File: config.mk
export PLATFORM = sky130hd
export DESIGN_NAME = telnet_stream_filter_top
export DESIGN_NICKNAME = d
export VERILOG_FILES = /design/src/rtl/tsf_pkg.sv /design/src/rtl/tsf_ram.sv /design/src/rtl/tsf_parse.sv /design/src/rtl/tsf_seq.sv /design/src/rtl/telnet_stream_filter_top.sv
export SDC_FILE = /design/constraint.sdc
export NUM_CORES = 1
export LEC_CHECK = 0
export BUFFER_PORTS_ARGS = -buffer_cell sky130_fd_sc_hd__clkbuf_2
export CORE_MARGIN = 4
export CORE_UTILIZATION = 55
export DETAILED_ROUTE_END_ITERATION = 7
export GPL_TIMING_DRIVEN = 0
export HOLD_SLACK_MARGIN = 0.03
export MAX_ROUTING_LAYER = met4
export PLACE_DENSITY = 0.69
export SYNTH_ARGS = -nofsm -noshare
export SYNTH_HDL_FRONTEND = slang
export SYNTH_SLANG_ARGS = --single-unit
File: constraint.sdc
create_clock -name clock -period 4.8 [get_ports clock]
set_clock_uncertainty 0.15 [all_clocks]
set_input_delay 0.24 -clock clock [delete_from_list [all_inputs] [get_ports clock]]
set_output_delay 0.24 -clock clock [all_outputs]
set_load 0.005 [all_outputs]
File: src/rtl/tsf_pkg.sv
`default_nettype none

package tsf_pkg;

   // telnet command and option bytes
   localparam logic [7:0] B_IAC      = 8'd255;
   localparam logic [7:0] B_SB       = 8'd250;
   localparam logic [7:0] B_SE       = 8'd240;
   localparam logic [7:0] B_WILL     = 8'd251;
   localparam logic [7:0] B_WONT     = 8'd252;
   localparam logic [7:0] B_DO       = 8'd253;
   localparam logic [7:0] B_DONT     = 8'd254;
   localparam logic [7:0] OPT_ECHO   = 8'd1;
   localparam logic [7:0] OPT_SGA    = 8'd3;
   localparam logic [7:0] OPT_TTYPE  = 8'd24;
   localparam logic [7:0] OPT_TSPEED = 8'd32;
   localparam logic [7:0] OPT_NAWS   = 8'd31;

   // plain characters
   localparam logic [7:0] CH_BS      = 8'd8;
   localparam logic [7:0] CH_LF      = 8'd10;
   localparam logic [7:0] CH_SPACE   = 8'd32;
   localparam logic [7:0] CH_TILDE   = 8'd126;
   localparam logic [7:0] CH_HASH    = 8'd35;

   // result kinds
   localparam logic [1:0] K_PEER     = 2'd0;
   localparam logic [1:0] K_LINE     = 2'd1;
   localparam logic [1:0] K_PROMPT   = 2'd2;
   localparam logic [1:0] K_WIN      = 2'd3;

   // result word: byte, cols, rows
   localparam int TDATA_W = 40;

   // what a received byte asks the output side to do
   typedef enum logic [2:0] {
      ACT_NONE,
      ACT_HASH,
      ACT_ERASE,
      ACT_REPLY,
      ACT_NAWS,
      ACT_LINE,
      ACT_PROMPT
   } act_type;

   typedef struct packed {
      act_type     act;
      logic [7:0]  verb;
      logic [7:0]  opt;
      logic [15:0] cols;
      logic [15:0] rows;
   } cmd_type;

endpackage

`default_nettype wire

File: src/rtl/tsf_ram.sv
`default_nettype none

module tsf_ram #(
   parameter int WIDTH = 8,
   parameter int DEPTH = 48
) (
   input  wire logic                                  clock,
   input  wire logic                                  wr_en,
   input  wire logic [(DEPTH > 1 ? $clog2(DEPTH) : 1)-1:0] wr_addr,
   input  wire logic [WIDTH-1:0]                      wr_data,
   input  wire logic [(DEPTH > 1 ? $clog2(DEPTH) : 1)-1:0] rd_addr,
   output logic      [WIDTH-1:0]                      rd_data
);

   logic [WIDTH-1:0] mem [DEPTH];

   // one write port, one registered read port
   always_ff @(posedge clock) begin
      if (wr_en) begin
         mem[wr_addr] <= wr_data;
      end
      rd_data <= mem[rd_addr];
   end

endmodule

`default_nettype wire

File: src/rtl/tsf_parse.sv
`default_nettype none

module tsf_parse #(
   parameter int LINE_CAPACITY = 48,
   parameter int SUB_CAPACITY  = 32
) (
   input  wire logic                                clock,
   input  wire logic                                reset,
   input  wire logic                                in_fire,
   input  wire logic [7:0]                          in_byte,
   output tsf_pkg::cmd_type                         cmd,
   output logic [$clog2(LINE_CAPACITY+1)-1:0]       walk_len,
   output logic                                     wr_en,
   output logic [$clog2(LINE_CAPACITY)-1:0]         wr_addr,
   output logic [7:0]                               wr_data
);

   import tsf_pkg::*;

   localparam int LEN_W  = $clog2(LINE_CAPACITY + 1);
   localparam int ADDR_W = $clog2(LINE_CAPACITY);
   localparam int SUB_W  = $clog2(SUB_CAPACITY + 1);

   typedef enum logic [2:0] {
      PS_NORMAL,
      PS_IAC,
      PS_OPT,
      PS_SB,
      PS_DAT,
      PS_SE
   } pstate_type;

   pstate_type       pstate_ff, pstate_in;
   logic [7:0]       verb_ff, verb_in;
   logic [LEN_W-1:0] len_ff, len_in;
   logic [SUB_W-1:0] sub_cnt_ff, sub_cnt_in;
   logic [7:0]       sub_ff [4];
   logic             sub_wr;
   logic             store;
   logic             room;

   assign room    = len_ff < LEN_W'(LINE_CAPACITY);
   assign wr_en   = in_fire && store && room;
   assign wr_addr = len_ff[ADDR_W-1:0];
   assign wr_data = in_byte;

   // byte decode
   always_comb begin
      pstate_in  = pstate_ff;
      verb_in    = verb_ff;
      len_in     = len_ff;
      sub_cnt_in = sub_cnt_ff;
      sub_wr     = 1'b0;
      store      = 1'b0;
      walk_len   = '0;
      cmd.act    = ACT_NONE;
      cmd.verb   = B_DO;
      cmd.opt    = in_byte;
      cmd.cols   = {sub_ff[0], sub_ff[1]};
      cmd.rows   = {sub_ff[2], sub_ff[3]};
      case (pstate_ff)
         PS_NORMAL: begin
            if (in_byte == B_IAC) begin
               pstate_in = PS_IAC;
            end else if (in_byte == CH_BS) begin
               if (len_ff != '0) begin
                  len_in  = len_ff - LEN_W'(1);
                  cmd.act = ACT_ERASE;
               end else begin
                  cmd.act = ACT_HASH;
               end
            end else if (in_byte == CH_LF) begin
               len_in = '0;
               if (len_ff != '0 && room) begin
                  walk_len = len_ff;
                  cmd.act  = ACT_LINE;
               end else begin
                  cmd.act  = ACT_PROMPT;
               end
            end else if (in_byte >= CH_SPACE && in_byte <= CH_TILDE) begin
               store = 1'b1;
            end
         end
         PS_IAC: begin
            if (in_byte == B_IAC) begin
               store     = 1'b1;
               pstate_in = PS_NORMAL;
            end else if (in_byte >= B_WILL) begin
               verb_in   = in_byte;
               pstate_in = PS_OPT;
            end else if (in_byte == B_SB) begin
               pstate_in = PS_SB;
            end else begin
               pstate_in = PS_NORMAL;
            end
         end
         PS_OPT: begin
            pstate_in = PS_NORMAL;
            if (in_byte == OPT_ECHO || in_byte == OPT_SGA || in_byte == OPT_NAWS) begin
               cmd.act = ACT_NONE;
            end else if (in_byte == OPT_TTYPE || in_byte == OPT_TSPEED) begin
               cmd.act  = ACT_REPLY;
               cmd.verb = B_DO;
            end else if (verb_ff == B_WILL || verb_ff == B_WONT) begin
               cmd.act  = ACT_REPLY;
               cmd.verb = B_DONT;
            end else begin
               cmd.act  = ACT_REPLY;
               cmd.verb = B_WONT;
            end
         end
         PS_SB: begin
            verb_in    = in_byte;
            sub_cnt_in = '0;
            pstate_in  = PS_DAT;
         end
         PS_DAT: begin
            if (in_byte == B_IAC) begin
               pstate_in = PS_SE;
            end else if (sub_cnt_ff < SUB_W'(SUB_CAPACITY)) begin
               sub_wr     = sub_cnt_ff < SUB_W'(4);
               sub_cnt_in = sub_cnt_ff + SUB_W'(1);
            end
         end
         PS_SE: begin
            pstate_in = PS_NORMAL;
            if (in_byte == B_SE && verb_ff == OPT_NAWS && sub_cnt_ff == SUB_W'(4)) begin
               cmd.act = ACT_NAWS;
            end
         end
         default: begin
            pstate_in = PS_NORMAL;
         end
      endcase
      if (store && room) begin
         len_in = len_ff + LEN_W'(1);
      end
   end

   // parser state
   always_ff @(posedge clock) begin
      if (reset) begin
         pstate_ff  <= PS_NORMAL;
         verb_ff    <= '0;
         len_ff     <= '0;
         sub_cnt_ff <= '0;
      end else if (in_fire) begin
         pstate_ff  <= pstate_in;
         verb_ff    <= verb_in;
         len_ff     <= len_in;
         sub_cnt_ff <= sub_cnt_in;
      end
   end

   // first four subnegotiation bytes
   always_ff @(posedge clock) begin
      if (in_fire && sub_wr) begin
         sub_ff[sub_cnt_ff[1:0]] <= in_byte;
      end
   end

endmodule

`default_nettype wire

File: src/rtl/tsf_seq.sv
`default_nettype none

module tsf_seq #(
   parameter int LINE_CAPACITY = 48
) (
   input  wire logic                                clock,
   input  wire logic                                reset,
   input  wire logic                                in_fire,
   input  wire tsf_pkg::cmd_type                    cmd,
   input  wire logic [$clog2(LINE_CAPACITY+1)-1:0]  walk_len,
   output logic                                     in_ready,
   output logic [$clog2(LINE_CAPACITY)-1:0]         rd_addr,
   input  wire logic [7:0]                          rd_data,
   output logic                                     rsp_valid,
   input  wire logic                                rsp_ready,
   output logic [1:0]                               rsp_kind,
   output logic [7:0]                               rsp_byte,
   output logic [15:0]                              rsp_cols,
   output logic [15:0]                              rsp_rows,
   output logic                                     rsp_last
);

   import tsf_pkg::*;

   localparam int LEN_W  = $clog2(LINE_CAPACITY + 1);
   localparam int ADDR_W = $clog2(LINE_CAPACITY);

   typedef enum logic [1:0] {
      SQ_IDLE,
      SQ_EMIT,
      SQ_FETCH,
      SQ_LINE
   } sq_type;

   sq_type            state_ff;
   cmd_type           cmd_ff;
   cmd_type           cmd_in;
   logic [1:0]        step_ff;
   logic [ADDR_W-1:0] idx_ff;
   logic [LEN_W-1:0]  walk_len_ff;
   logic              valid_ff;
   logic [1:0]        kind_ff;
   logic [7:0]        byte_ff;
   logic [15:0]       cols_ff;
   logic [15:0]       rows_ff;
   logic              last_ff;

   logic              out_free;
   logic              load;
   logic              load_last;
   logic [1:0]        kind_in;
   logic [7:0]        byte_in;
   logic [15:0]       cols_in;
   logic [15:0]       rows_in;
   logic [1:0]        final_step;
   logic              line_end;

   assign out_free = !valid_ff || rsp_ready;
   assign in_ready = state_ff == SQ_IDLE;
   assign rd_addr  = idx_ff;
   assign line_end = (LEN_W'(idx_ff) + LEN_W'(1)) == walk_len_ff;

   assign rsp_valid = valid_ff;
   assign rsp_kind  = kind_ff;
   assign rsp_byte  = byte_ff;
   assign rsp_cols  = cols_ff;
   assign rsp_rows  = rows_ff;
   assign rsp_last  = last_ff;

   // a line walk finishes with the prompt word
   always_comb begin
      cmd_in = cmd;
      if (cmd.act == ACT_LINE) begin
         cmd_in.act = ACT_PROMPT;
      end
   end

   // result word for the current step
   always_comb begin
      kind_in    = K_PEER;
      byte_in    = '0;
      cols_in    = '0;
      rows_in    = '0;
      final_step = 2'd0;
      case (cmd_ff.act)
         ACT_HASH: begin
            byte_in = CH_HASH;
         end
         ACT_ERASE: begin
            byte_in    = step_ff[0] ? CH_BS : CH_SPACE;
            final_step = 2'd3;
         end
         ACT_REPLY: begin
            final_step = 2'd2;
            case (step_ff)
               2'd0:    byte_in = B_IAC;
               2'd1:    byte_in = cmd_ff.verb;
               default: byte_in = cmd_ff.opt;
            endcase
         end
         ACT_NAWS: begin
            kind_in = K_WIN;
            cols_in = cmd_ff.cols;
            rows_in = cmd_ff.rows;
         end
         default: begin
            kind_in = K_PROMPT;
         end
      endcase
      if (state_ff == SQ_LINE) begin
         kind_in = K_LINE;
         byte_in = rd_data;
         cols_in = '0;
         rows_in = '0;
      end
   end

   assign load      = out_free && (state_ff == SQ_EMIT || state_ff == SQ_LINE);
   assign load_last = state_ff == SQ_EMIT && step_ff == final_step;

   // sequencer and output register
   always_ff @(posedge clock) begin
      if (reset) begin
         state_ff <= SQ_IDLE;
         valid_ff <= 1'b0;
         step_ff  <= '0;
         idx_ff   <= '0;
      end else begin
         if (load) begin
            valid_ff <= 1'b1;
         end else if (rsp_ready) begin
            valid_ff <= 1'b0;
         end
         case (state_ff)
            SQ_IDLE: begin
               step_ff <= '0;
               idx_ff  <= '0;
               if (in_fire && cmd.act == ACT_LINE) begin
                  state_ff <= SQ_FETCH;
               end else if (in_fire && cmd.act != ACT_NONE) begin
                  state_ff <= SQ_EMIT;
               end
            end
            SQ_EMIT: begin
               if (load) begin
                  step_ff <= step_ff + 2'd1;
                  if (load_last) begin
                     state_ff <= SQ_IDLE;
                  end
               end
            end
            SQ_FETCH: begin
               state_ff <= SQ_LINE;
            end
            SQ_LINE: begin
               if (load) begin
                  if (line_end) begin
                     state_ff <= SQ_EMIT;
                  end else begin
                     idx_ff   <= idx_ff + ADDR_W'(1);
                     state_ff <= SQ_FETCH;
                  end
               end
            end
            default: begin
               state_ff <= SQ_IDLE;
            end
         endcase
      end
      if (in_fire) begin
         cmd_ff      <= cmd_in;
         walk_len_ff <= walk_len;
      end
      if (load) begin
         kind_ff <= kind_in;
         byte_ff <= byte_in;
         cols_ff <= cols_in;
         rows_ff <= rows_in;
         last_ff <= load_last;
      end
   end

`ifndef SYNTHESIS
   a_line_index: assert property (@(posedge clock) disable iff (reset)
      (state_ff == SQ_LINE) |-> (LEN_W'(idx_ff) < walk_len_ff))
      else $error("line walk index past stored length");

   a_last_ends: assert property (@(posedge clock) disable iff (reset)
      (load && load_last) |=> (state_ff == SQ_IDLE))
      else $error("sequencer busy after final word");

   a_line_start: assert property (@(posedge clock) disable iff (reset)
      (in_fire && cmd.act == ACT_LINE) |=> (state_ff == SQ_FETCH && idx_ff == '0))
      else $error("line walk did not start at entry zero");
`endif

endmodule

`default_nettype wire

File: src/rtl/telnet_stream_filter_top.sv
// channel   dir  tdata                        tuser      tlast
// req_      in   [7:0] data_in                -          -
// rsp_      out  [7:0] byte_out, [23:8] cols, [1:0] kind last
//                [39:24] rows
//
// a byte that causes no word leaves the block idle; req_tready stays high
// words to the peer go out back to back while rsp_tready is high
// newline walks the line memory, for each stored byte a read, then a send
// reset clears the parser and sequencer; the line memory is not cleared,
// its fill count alone says which entries hold data
// a stalled rsp_ side holds the sequencer, req_tready stays low until done
`default_nettype none

module telnet_stream_filter_top #(
   parameter int LINE_CAPACITY = 48,
   parameter int SUB_CAPACITY  = 32
) (
   input  wire logic                         clock,
   input  wire logic                         reset,
   input  wire logic                         req_tvalid,
   output logic                              req_tready,
   input  wire logic [7:0]                   req_tdata,   // [7:0] data_in
   output logic                              rsp_tvalid,
   input  wire logic                         rsp_tready,
   output logic [tsf_pkg::TDATA_W-1:0]       rsp_tdata,   // byte_out, cols, rows
   output logic [1:0]                        rsp_tuser,   // kind
   output logic                              rsp_tlast    // last
);

   import tsf_pkg::*;

   localparam int LEN_W  = $clog2(LINE_CAPACITY + 1);
   localparam int ADDR_W = $clog2(LINE_CAPACITY);

   logic              in_fire;
   cmd_type           cmd;
   logic [LEN_W-1:0]  walk_len;
   logic              wr_en;
   logic [ADDR_W-1:0] wr_addr;
   logic [7:0]        wr_data;
   logic [ADDR_W-1:0] rd_addr;
   logic [7:0]        rd_data;
   logic [7:0]        rsp_byte;
   logic [15:0]       rsp_cols;
   logic [15:0]       rsp_rows;

   assign in_fire   = req_tvalid && req_tready;
   assign rsp_tdata = {rsp_rows, rsp_cols, rsp_byte};

   // byte parser and negotiation state
   tsf_parse #(
      .LINE_CAPACITY (LINE_CAPACITY),
      .SUB_CAPACITY  (SUB_CAPACITY)
   ) u_parse (
      .clock    (clock),
      .reset    (reset),
      .in_fire  (in_fire),
      .in_byte  (req_tdata),
      .cmd      (cmd),
      .walk_len (walk_len),
      .wr_en    (wr_en),
      .wr_addr  (wr_addr),
      .wr_data  (wr_data)
   );

   // command line memory
   tsf_ram #(
      .WIDTH (8),
      .DEPTH (LINE_CAPACITY)
   ) u_line_ram (
      .clock   (clock),
      .wr_en   (wr_en),
      .wr_addr (wr_addr),
      .wr_data (wr_data),
      .rd_addr (rd_addr),
      .rd_data (rd_data)
   );

   // word sequencer with output register
   tsf_seq #(
      .LINE_CAPACITY (LINE_CAPACITY)
   ) u_seq (
      .clock     (clock),
      .reset     (reset),
      .in_fire   (in_fire),
      .cmd       (cmd),
      .walk_len  (walk_len),
      .in_ready  (req_tready),
      .rd_addr   (rd_addr),
      .rd_data   (rd_data),
      .rsp_valid (rsp_tvalid),
      .rsp_ready (rsp_tready),
      .rsp_kind  (rsp_tuser),
      .rsp_byte  (rsp_byte),
      .rsp_cols  (rsp_cols),
      .rsp_rows  (rsp_rows),
      .rsp_last  (rsp_tlast)
   );

endmodule

`default_nettype wire

# After elaboration in Yosys (flattened, before gate mapping)
# Memory sizes are Yosys's and may differ from the RTL's. A register that Yosys moved wholly into a read port is not among the register bits.
# Cells that the tools add are included.
[word_totals]
reg_bits = 102
ramBits = 416
in_bits = 12
mem_count = 2
[op_classes]
n_addsub = 5
order_cmp = 6
eq_ne = 43
muxes = 60
n_bitwise = 5
reduce_logical = 43
[memory_table]
columns = ["memory", "depth", "word_bits", "read_ports", "rd_ports_with_merged_regs", "wr", "line_no", "rtl"]
rows = [
  ["u_line_ram.mem", 48, 8, 1, 1, 1, "tsf_ram.sv:15", "logic [WIDTH-1:0] mem [DEPTH];"],
  ["u_parse.sub_ff", 4, 8, 4, 4, 1, "tsf_parse.sv:37", "logic [7:0] sub_ff [4];"],
]
[ops]
columns = ["operator", "count"]
rows = [
  ["$mux W6", 11],
  ["$eq A8 B8 Y1 const B", 5],
  ["$pmux W8 S2", 2],
  ["$mux W3", 9],
  ["$eq A8 B5 Y1 const B", 3],
  ["$mux W8", 3],
  ["$pmux W6 S2", 2],
  ["$pmux W8 S3", 1],
  ["$mux W2", 11],
  ["$add A6 B1 Y6 const B", 3],
  ["$eq A8 B4 Y1 const B", 2],
  ["$mux W1", 14],
  ["$ne A2 B1 Y1 const B", 7],
  ["$logic_and A1 B1 Y1", 13],
  ["$eq A3 B2 Y1 const B", 4],
  ["$eq A3 B3 Y1 const B", 4],
  ["$lt A6 B6 Y1 const B", 2],
  ["$pmux W2 S2", 3],
  ["$pmux W3 S4", 1],
  ["$reduce_and A4 Y1", 3],
  ["$reduce_bool A2 Y1", 6],
  ["$pmux W3 S3", 1],
  ["$eq A8 B1 Y1 const B", 1],
  ["$eq A8 B2 Y1 const B", 1],
  ["31 further kinds", 50],
]

# Longest topological paths before layout
[depth]
depth_word = 12
ltp_mapped = 10
ltp_nobuf = 8

# Modules after synthesis
# From an unflattened synthesis, not the netlist that was laid out.
[hier_totals]
cells_unflattened = 1347
hier_area_um2 = 22517.8
[by_module_without_submodules]
columns = ["mod", "n_inst", "cells_per_inst", "area_each_um2", "seq_area_each_um2"]
rows = [
  ["tsf_ram", 1, 790, 15329.7, 11691.2],
  ["tsf_seq", 1, 280, 4327.9, 3223.1],
  ["tsf_parse", 1, 276, 2854.0, 1421.4],
  ["telnet_stream_filter_top", 1, 1, 6.3, 0.0],
]

# Least setup slack after synthesis
# No wires, ideal clock.
[synth_timing]
path_kind = "flip-flop to flip-flop"
start = "register u_seq.state_ff[0]"
end = "register u_parse.sub_cnt_ff[5]"
setup_ns = 0.117
arrival_ns = 3.106
required_time_ns = 4.533
setup_slack_ns = 1.427
stages_incl_launch_ff = 9
cell_sequence = "dfxtp_1 > inv_1 > ha_1 > nand2_1 > clkinv_1 > o21ai_1 > nor2_1 > a31oi_1 > nor2_1"
[synth_via]
elab_chain_len = 3
[synth_lines]
columns = ["element", "line_no", "rtl"]
rows = [
  ["start, declared", "tsf_seq.sv:35", "sq_type state_ff;"],
  ["start signal, assigned", "tsf_seq.sv:124", "state_ff <= SQ_IDLE;"],
  ["start signal, assigned", "tsf_seq.sv:139", "state_ff <= SQ_FETCH;"],
  ["start signal, assigned", "tsf_seq.sv:141", "state_ff <= SQ_EMIT;"],
  ["$logic_not A2 Y1", "tsf_seq.sv:59", "assign in_ready = state_ff == SQ_IDLE;"],
  ["net req_tready", "telnet_stream_filter_top.sv:21", "output logic req_tready,"],
  ["$logic_and A1 B1 Y1", "telnet_stream_filter_top.sv:47", "assign in_fire = req_tvalid && req_tready;"],
  ["net in_fire", "telnet_stream_filter_top.sv:35", "logic in_fire;"],
  ["$reduce_and A4 Y1 (no line)", "--", ""],
  ["end signal, assigned", "tsf_parse.sv:151", "sub_cnt_ff <= sub_cnt_in;"],
  ["end, declared", "tsf_parse.sv:36", "logic [SUB_W-1:0] sub_cnt_ff, sub_cnt_in;"],
]
# The timed path passes the listed nets, and every way through them passes these cells.
# A chain may end at the register's enable or synchronous reset.

# Worst setup path after layout
[layout_timing]
start = "input port req_tdata[3]"
end = "memory u_line_ram.mem[23][1] (enable)"
[layout_via]
elab_chain_len = 11
elab_cells_between_ends = 16
classes_between = "order compare: 2; eq/ne: 3; mux: 8; reduce/logical: 3"
[layout_lines]
columns = ["element", "line_no", "rtl"]
rows = [
  ["start, declared", "telnet_stream_filter_top.sv:22", "input wire logic [7:0] req_tdata,"],
  ["$ge A8 B6 Y1 or $le A8 B7 Y1 (tied branches)", "tsf_parse.sv:80", "end else if (in_byte >= CH_SPACE && in_byte <= CH_TILDE) begin"],
  ["$logic_and A1 B1 Y1", "tsf_parse.sv:80", ""],
  ["$mux W1", "tsf_parse.sv:80", ""],
  ["$mux W1", "tsf_parse.sv:72", "end else if (in_byte == CH_LF) begin"],
  ["$mux W1", "tsf_parse.sv:65", "end else if (in_byte == CH_BS) begin"],
  ["$mux W1", "tsf_parse.sv:63", "if (in_byte == B_IAC) begin"],
  ["$pmux W1 S2 *", "tsf_parse.sv:61", "case (pstate_ff)"],
  ["$logic_and A1 B1 Y1 * (2 in a row)", "tsf_parse.sv:43", "assign wr_en = in_fire && store && room;"],
  ["$mux W1 *", "tsf_ram.sv:19", "if (wr_en) begin"],
  ["$mux W1 (implied by the code) *", "tsf_ram.sv:20", "mem[wr_addr] <= wr_data;"],
  ["end, declared", "tsf_ram.sv:15", ""],
]
# Every way passes the cells marked *; elsewhere a longest branch is shown, timed or not.

==> summary.txt <==
Placement
  • Final HPWL DP: 27.45 mm
  • Placed insts: 1,739
  • Port bufs: 56
  • RD Place Congestion: 0.8623

Floorplan
  • Die area: 42,710 um^2
  • I/O pin count: 57
  • Site Rows: 72
  • DIE WIDTH: 206.7 um
  • Starting Density: 55.91%
  • Die H: 206.7 um
  • Core Region: 38,830 um^2

GRT
  • First-pass GRT wire length: 66.36 mm
  • Largest net degree at the start of global routing: 62
  • Number of global-route vias before repair: 10,700
  • Antenna violations before repair: 1
  • GR Util All Layers: 21.78%
  • GRT Residual Overflow: 0

Power and ir drop
  • Psw: 2427 uW
  • P_leak: 0.007620 uW
  • VDD IR max: 0.0003426 V
  • Clk pwr share: 38.0%
  • Internal power: 8291 uW
  • Combinational Power Share: 9.0%
  • PD cells: 437.5 nW/um^2
  • Net Sw Frac: 22.64%
  • Reg power frac: 53.0%

Clock tree
  • Clk slew on worst S/H paths: 60 ps
  • CTS buffer count: 54
  • Clk sink count: 552
  • Worst-skew pair later-pin latency: 600 ps
  • Clock Tree Root: clkbuf_16
  • H-Tree Depth: 2
  • Clock Tree Buf Depth: 3
  • CTS tree: yes

Worst hold path
  • Hold path cells: 1
  • Worst min-delay path class: in -> reg

Timing
  • Fin crit share: 78.73%
  • Worst-margin pin slew: 1387 ps
  • Fmax: 264.6 MHz
  • Fin crit period: 3779 ps
  • Rel. slew slack: 7.514%
  • Setup repair after global routing missed its margin: false
  • Pins Over Slew Limit: 0
  • Final setup viols: 0
  • Final setup TNS: 0 ps
  • Final Hold Vio Count: 0

Synth
  • Most area-hungry cell type in the Yosys netlist: edfxtp_1
  • Post-synth top cells: edfxtp_1 (510), mux4_2 (120), nor2_1 (93)
  • Post-synth cell types: 70
  • Syn_nets: 1,188
  • Most common cell in the netlist: edfxtp_1
  • Seq/Total Area, Yosys: 74.42%
  • Post-synth EDFFs: 510
  • Yosys synthesis warning count: 0
  • Mapped cell area: 21,710 um^2
  • Synth Register Bits: 552
  • Mapped Avg Cell Area: 18.67 um^2
  • Post-Syn Instances: 1,163
  • Primary FF master, synth: edfxtp_1
  • Area contributors post-synth: edfxtp_1 (71%), mux4_2 (12%), dfxtp_1 (3.9%)
  • FFs w/ async S/R, synth: 0%
  • Area share of the largest cell type after synthesis: 70.55%

Finish
  • Share of layout cells above drive strength 1: 22.68%
  • P&R area growth vs syn: 12.85%
  • Nets: 1,310
  • Post-Layout Cell Count: 1,842

Detailed routing
  • DR iter-0 viols: 961
  • DR vias/cell: 5.943
  • Post-route antenna net violation count: 0
  • Post-route DRC: 0
  • Router iterations before antenna repair: 6
  • Via count: 10,950
  • Detailed Route WL: 44.09 mm
  • Drt wl/cell: 23.94 um

Worst setup path
  • Worst Path Arrival: 3850 ps
  • Crit Path Class: in -> reg
  • Levels on crit path: 8
  • CP cell instances: clkbuf_2 -> buf_2 -> nand4_1 -> nor4_1 -> nor2_1 -> nor3_2 -> nand3b_1 -> nor2_1
  • Worst-path fanout max: 56
  • CP Data Required Time: 4870 ps
  • Crit end category: flip-flop
  • CP dominant cell by count: nor2_1
  • Slowest stage delay, CP: 940 ps
  • Slowest cell on crit path: clkbuf_2
  • Critical Path Source Type: input port
  • Bufs and invs on worst path: 2
  • Path depth of the worst reg2reg path: 7
  • Delay-heaviest family, CP: simple AND/OR/NAND/NOR gates

Flow run
  • Max Cap Viol: 0

Run status
  • Status: completed
## per-stage QoR
step	utilization (%)	area (um^2)	power (uW)	hold slack [ps]	worst slack (ps)
finish	63.09	24500	10720	69.13	1021
floorplan	-	21710	6305	188.9	1427
detailed placement	58.43	22690	6746	254.5	362.2
global route	63.09	24500	11110	74.65	653.5
global placement	58.30	22640	6698	250.9	335.8
CTS	62.91	24420	10800	266.2	982.3
## state kept, by name (all words and copies together) (netlist names)
signal              count
u_parse.sub_cnt_ff      6
u_seq.step_ff           2
u_line_ram.rd_data      8
u_seq.rsp_cols         16
u_seq.rsp_valid         1
u_seq.rd_addr           6
u_parse.pstate_ff       3
u_line_ram.mem        384
u_seq.walk_len_ff       6
u_seq.cmd_ff           45
u_parse.wr_addr         6
u_parse.verb_ff         8
u_seq.rsp_rows         16
u_parse.sub_ff         32
u_seq.rsp_last          1
u_seq.state_ff          2
u_seq.rsp_byte          8
u_seq.rsp_kind          2
## worst reg2reg max path: stages, from the launching register on
cell and delay, ps:
dfxtp_1 300, clkbuf_2 180, or3_2 500, a2111oi_4 250, nor2_1 200, nor3_2 260, nand3b_1 380, nor2_1 780
## path summary, 6_finish.rpt
kind / from / endpoint / slack (ps)
max: req_tdata[3] / u_line_ram.mem[23][1] / 1020
min: req_tdata[6] / u_parse.sub_ff[0][6] / 70
max reg2reg: u_parse.pstate_ff[1] / u_line_ram.mem[23][1] / 1430
min reg2reg: u_parse.sub_ff[2][5] / u_seq.cmd_ff[13] / 260
## layer usage
| metal | track usage (%) | routed length (um) |
|---|---|---|
| met1 | 30.40 | 18620 |
| met4 | 5.371 | 980 |
| met3 | 3.968 | 3012 |
| met5 | - | 0 |
| met2 | 34.15 | 21480 |
## layout by cell type (no fill, tap or decap), types with 10 or more instances in the layout
master     instances
edfxtp_1         510
mux4_2           120
nor2_1            92
clkbuf_16         55
clkbuf_2          54
nand2_1           47
and2_1            43
dfxtp_1           42
clkbuf_1          39
o21ai_0           24
nand3_1           20
a21oi_1           20
buf_2             18
mux2i_1           17
inv_1             15
ha_1              13
clkinv_1          13
or3_1             10
nor3_1            10
## repair_timing
item | in CTS | in global routing
hold buffers | 4 | 1
setup buffers | 0 | 0
endpoints found under the hold margin | 15 | 11
resized for setup | 0 | 0
## power by group through the flow
| stage | Sequential (uW) | Combinational, uW | Clock (uW) |
|---|---|---|---|
| 3_3_place_gp | 5800 | 900 | 0 |
| 6_report | 5680 | 966 | 4080 |
| 2_1_floorplan | 5790 | 515 | 0 |
| 3_5_place_dp | 5780 | 965 | 0 |
| 5_1_grt | 5700 | 1060 | 4350 |
| 4_1_cts | 5680 | 972 | 4140 |
## cell families (layout without fill, tap and decap cells)
family                   after synthesis  in the layout  share of synthesized area, %
buffers and inverters                 74            234                         1.441
adder cells (fa/ha/maj)               13             13                        0.7493
other                                  0              1                             0
AND/OR/NAND/NOR                      278            278                         6.588
AO/OA/AOI/OAI                         95             95                         2.980
XOR/XNOR                              12             12                        0.4841
multiplexers                         139            139                         13.34
flip-flops                           552            552                         74.42
## layout make-up
class                      instances  area [um^2]
fill                            2651        14330
antenna                            1        2.502
clock buffer                      65         1454
sequential                       552        16160
tap                              518        648.1
inverter                          16        61.31
clock inverter                    29        245.2
timing repair buffer              66        430.4
multi-input combinational        537         5248
buffer                            58        252.7
Power figures use the tool's default switching activity.
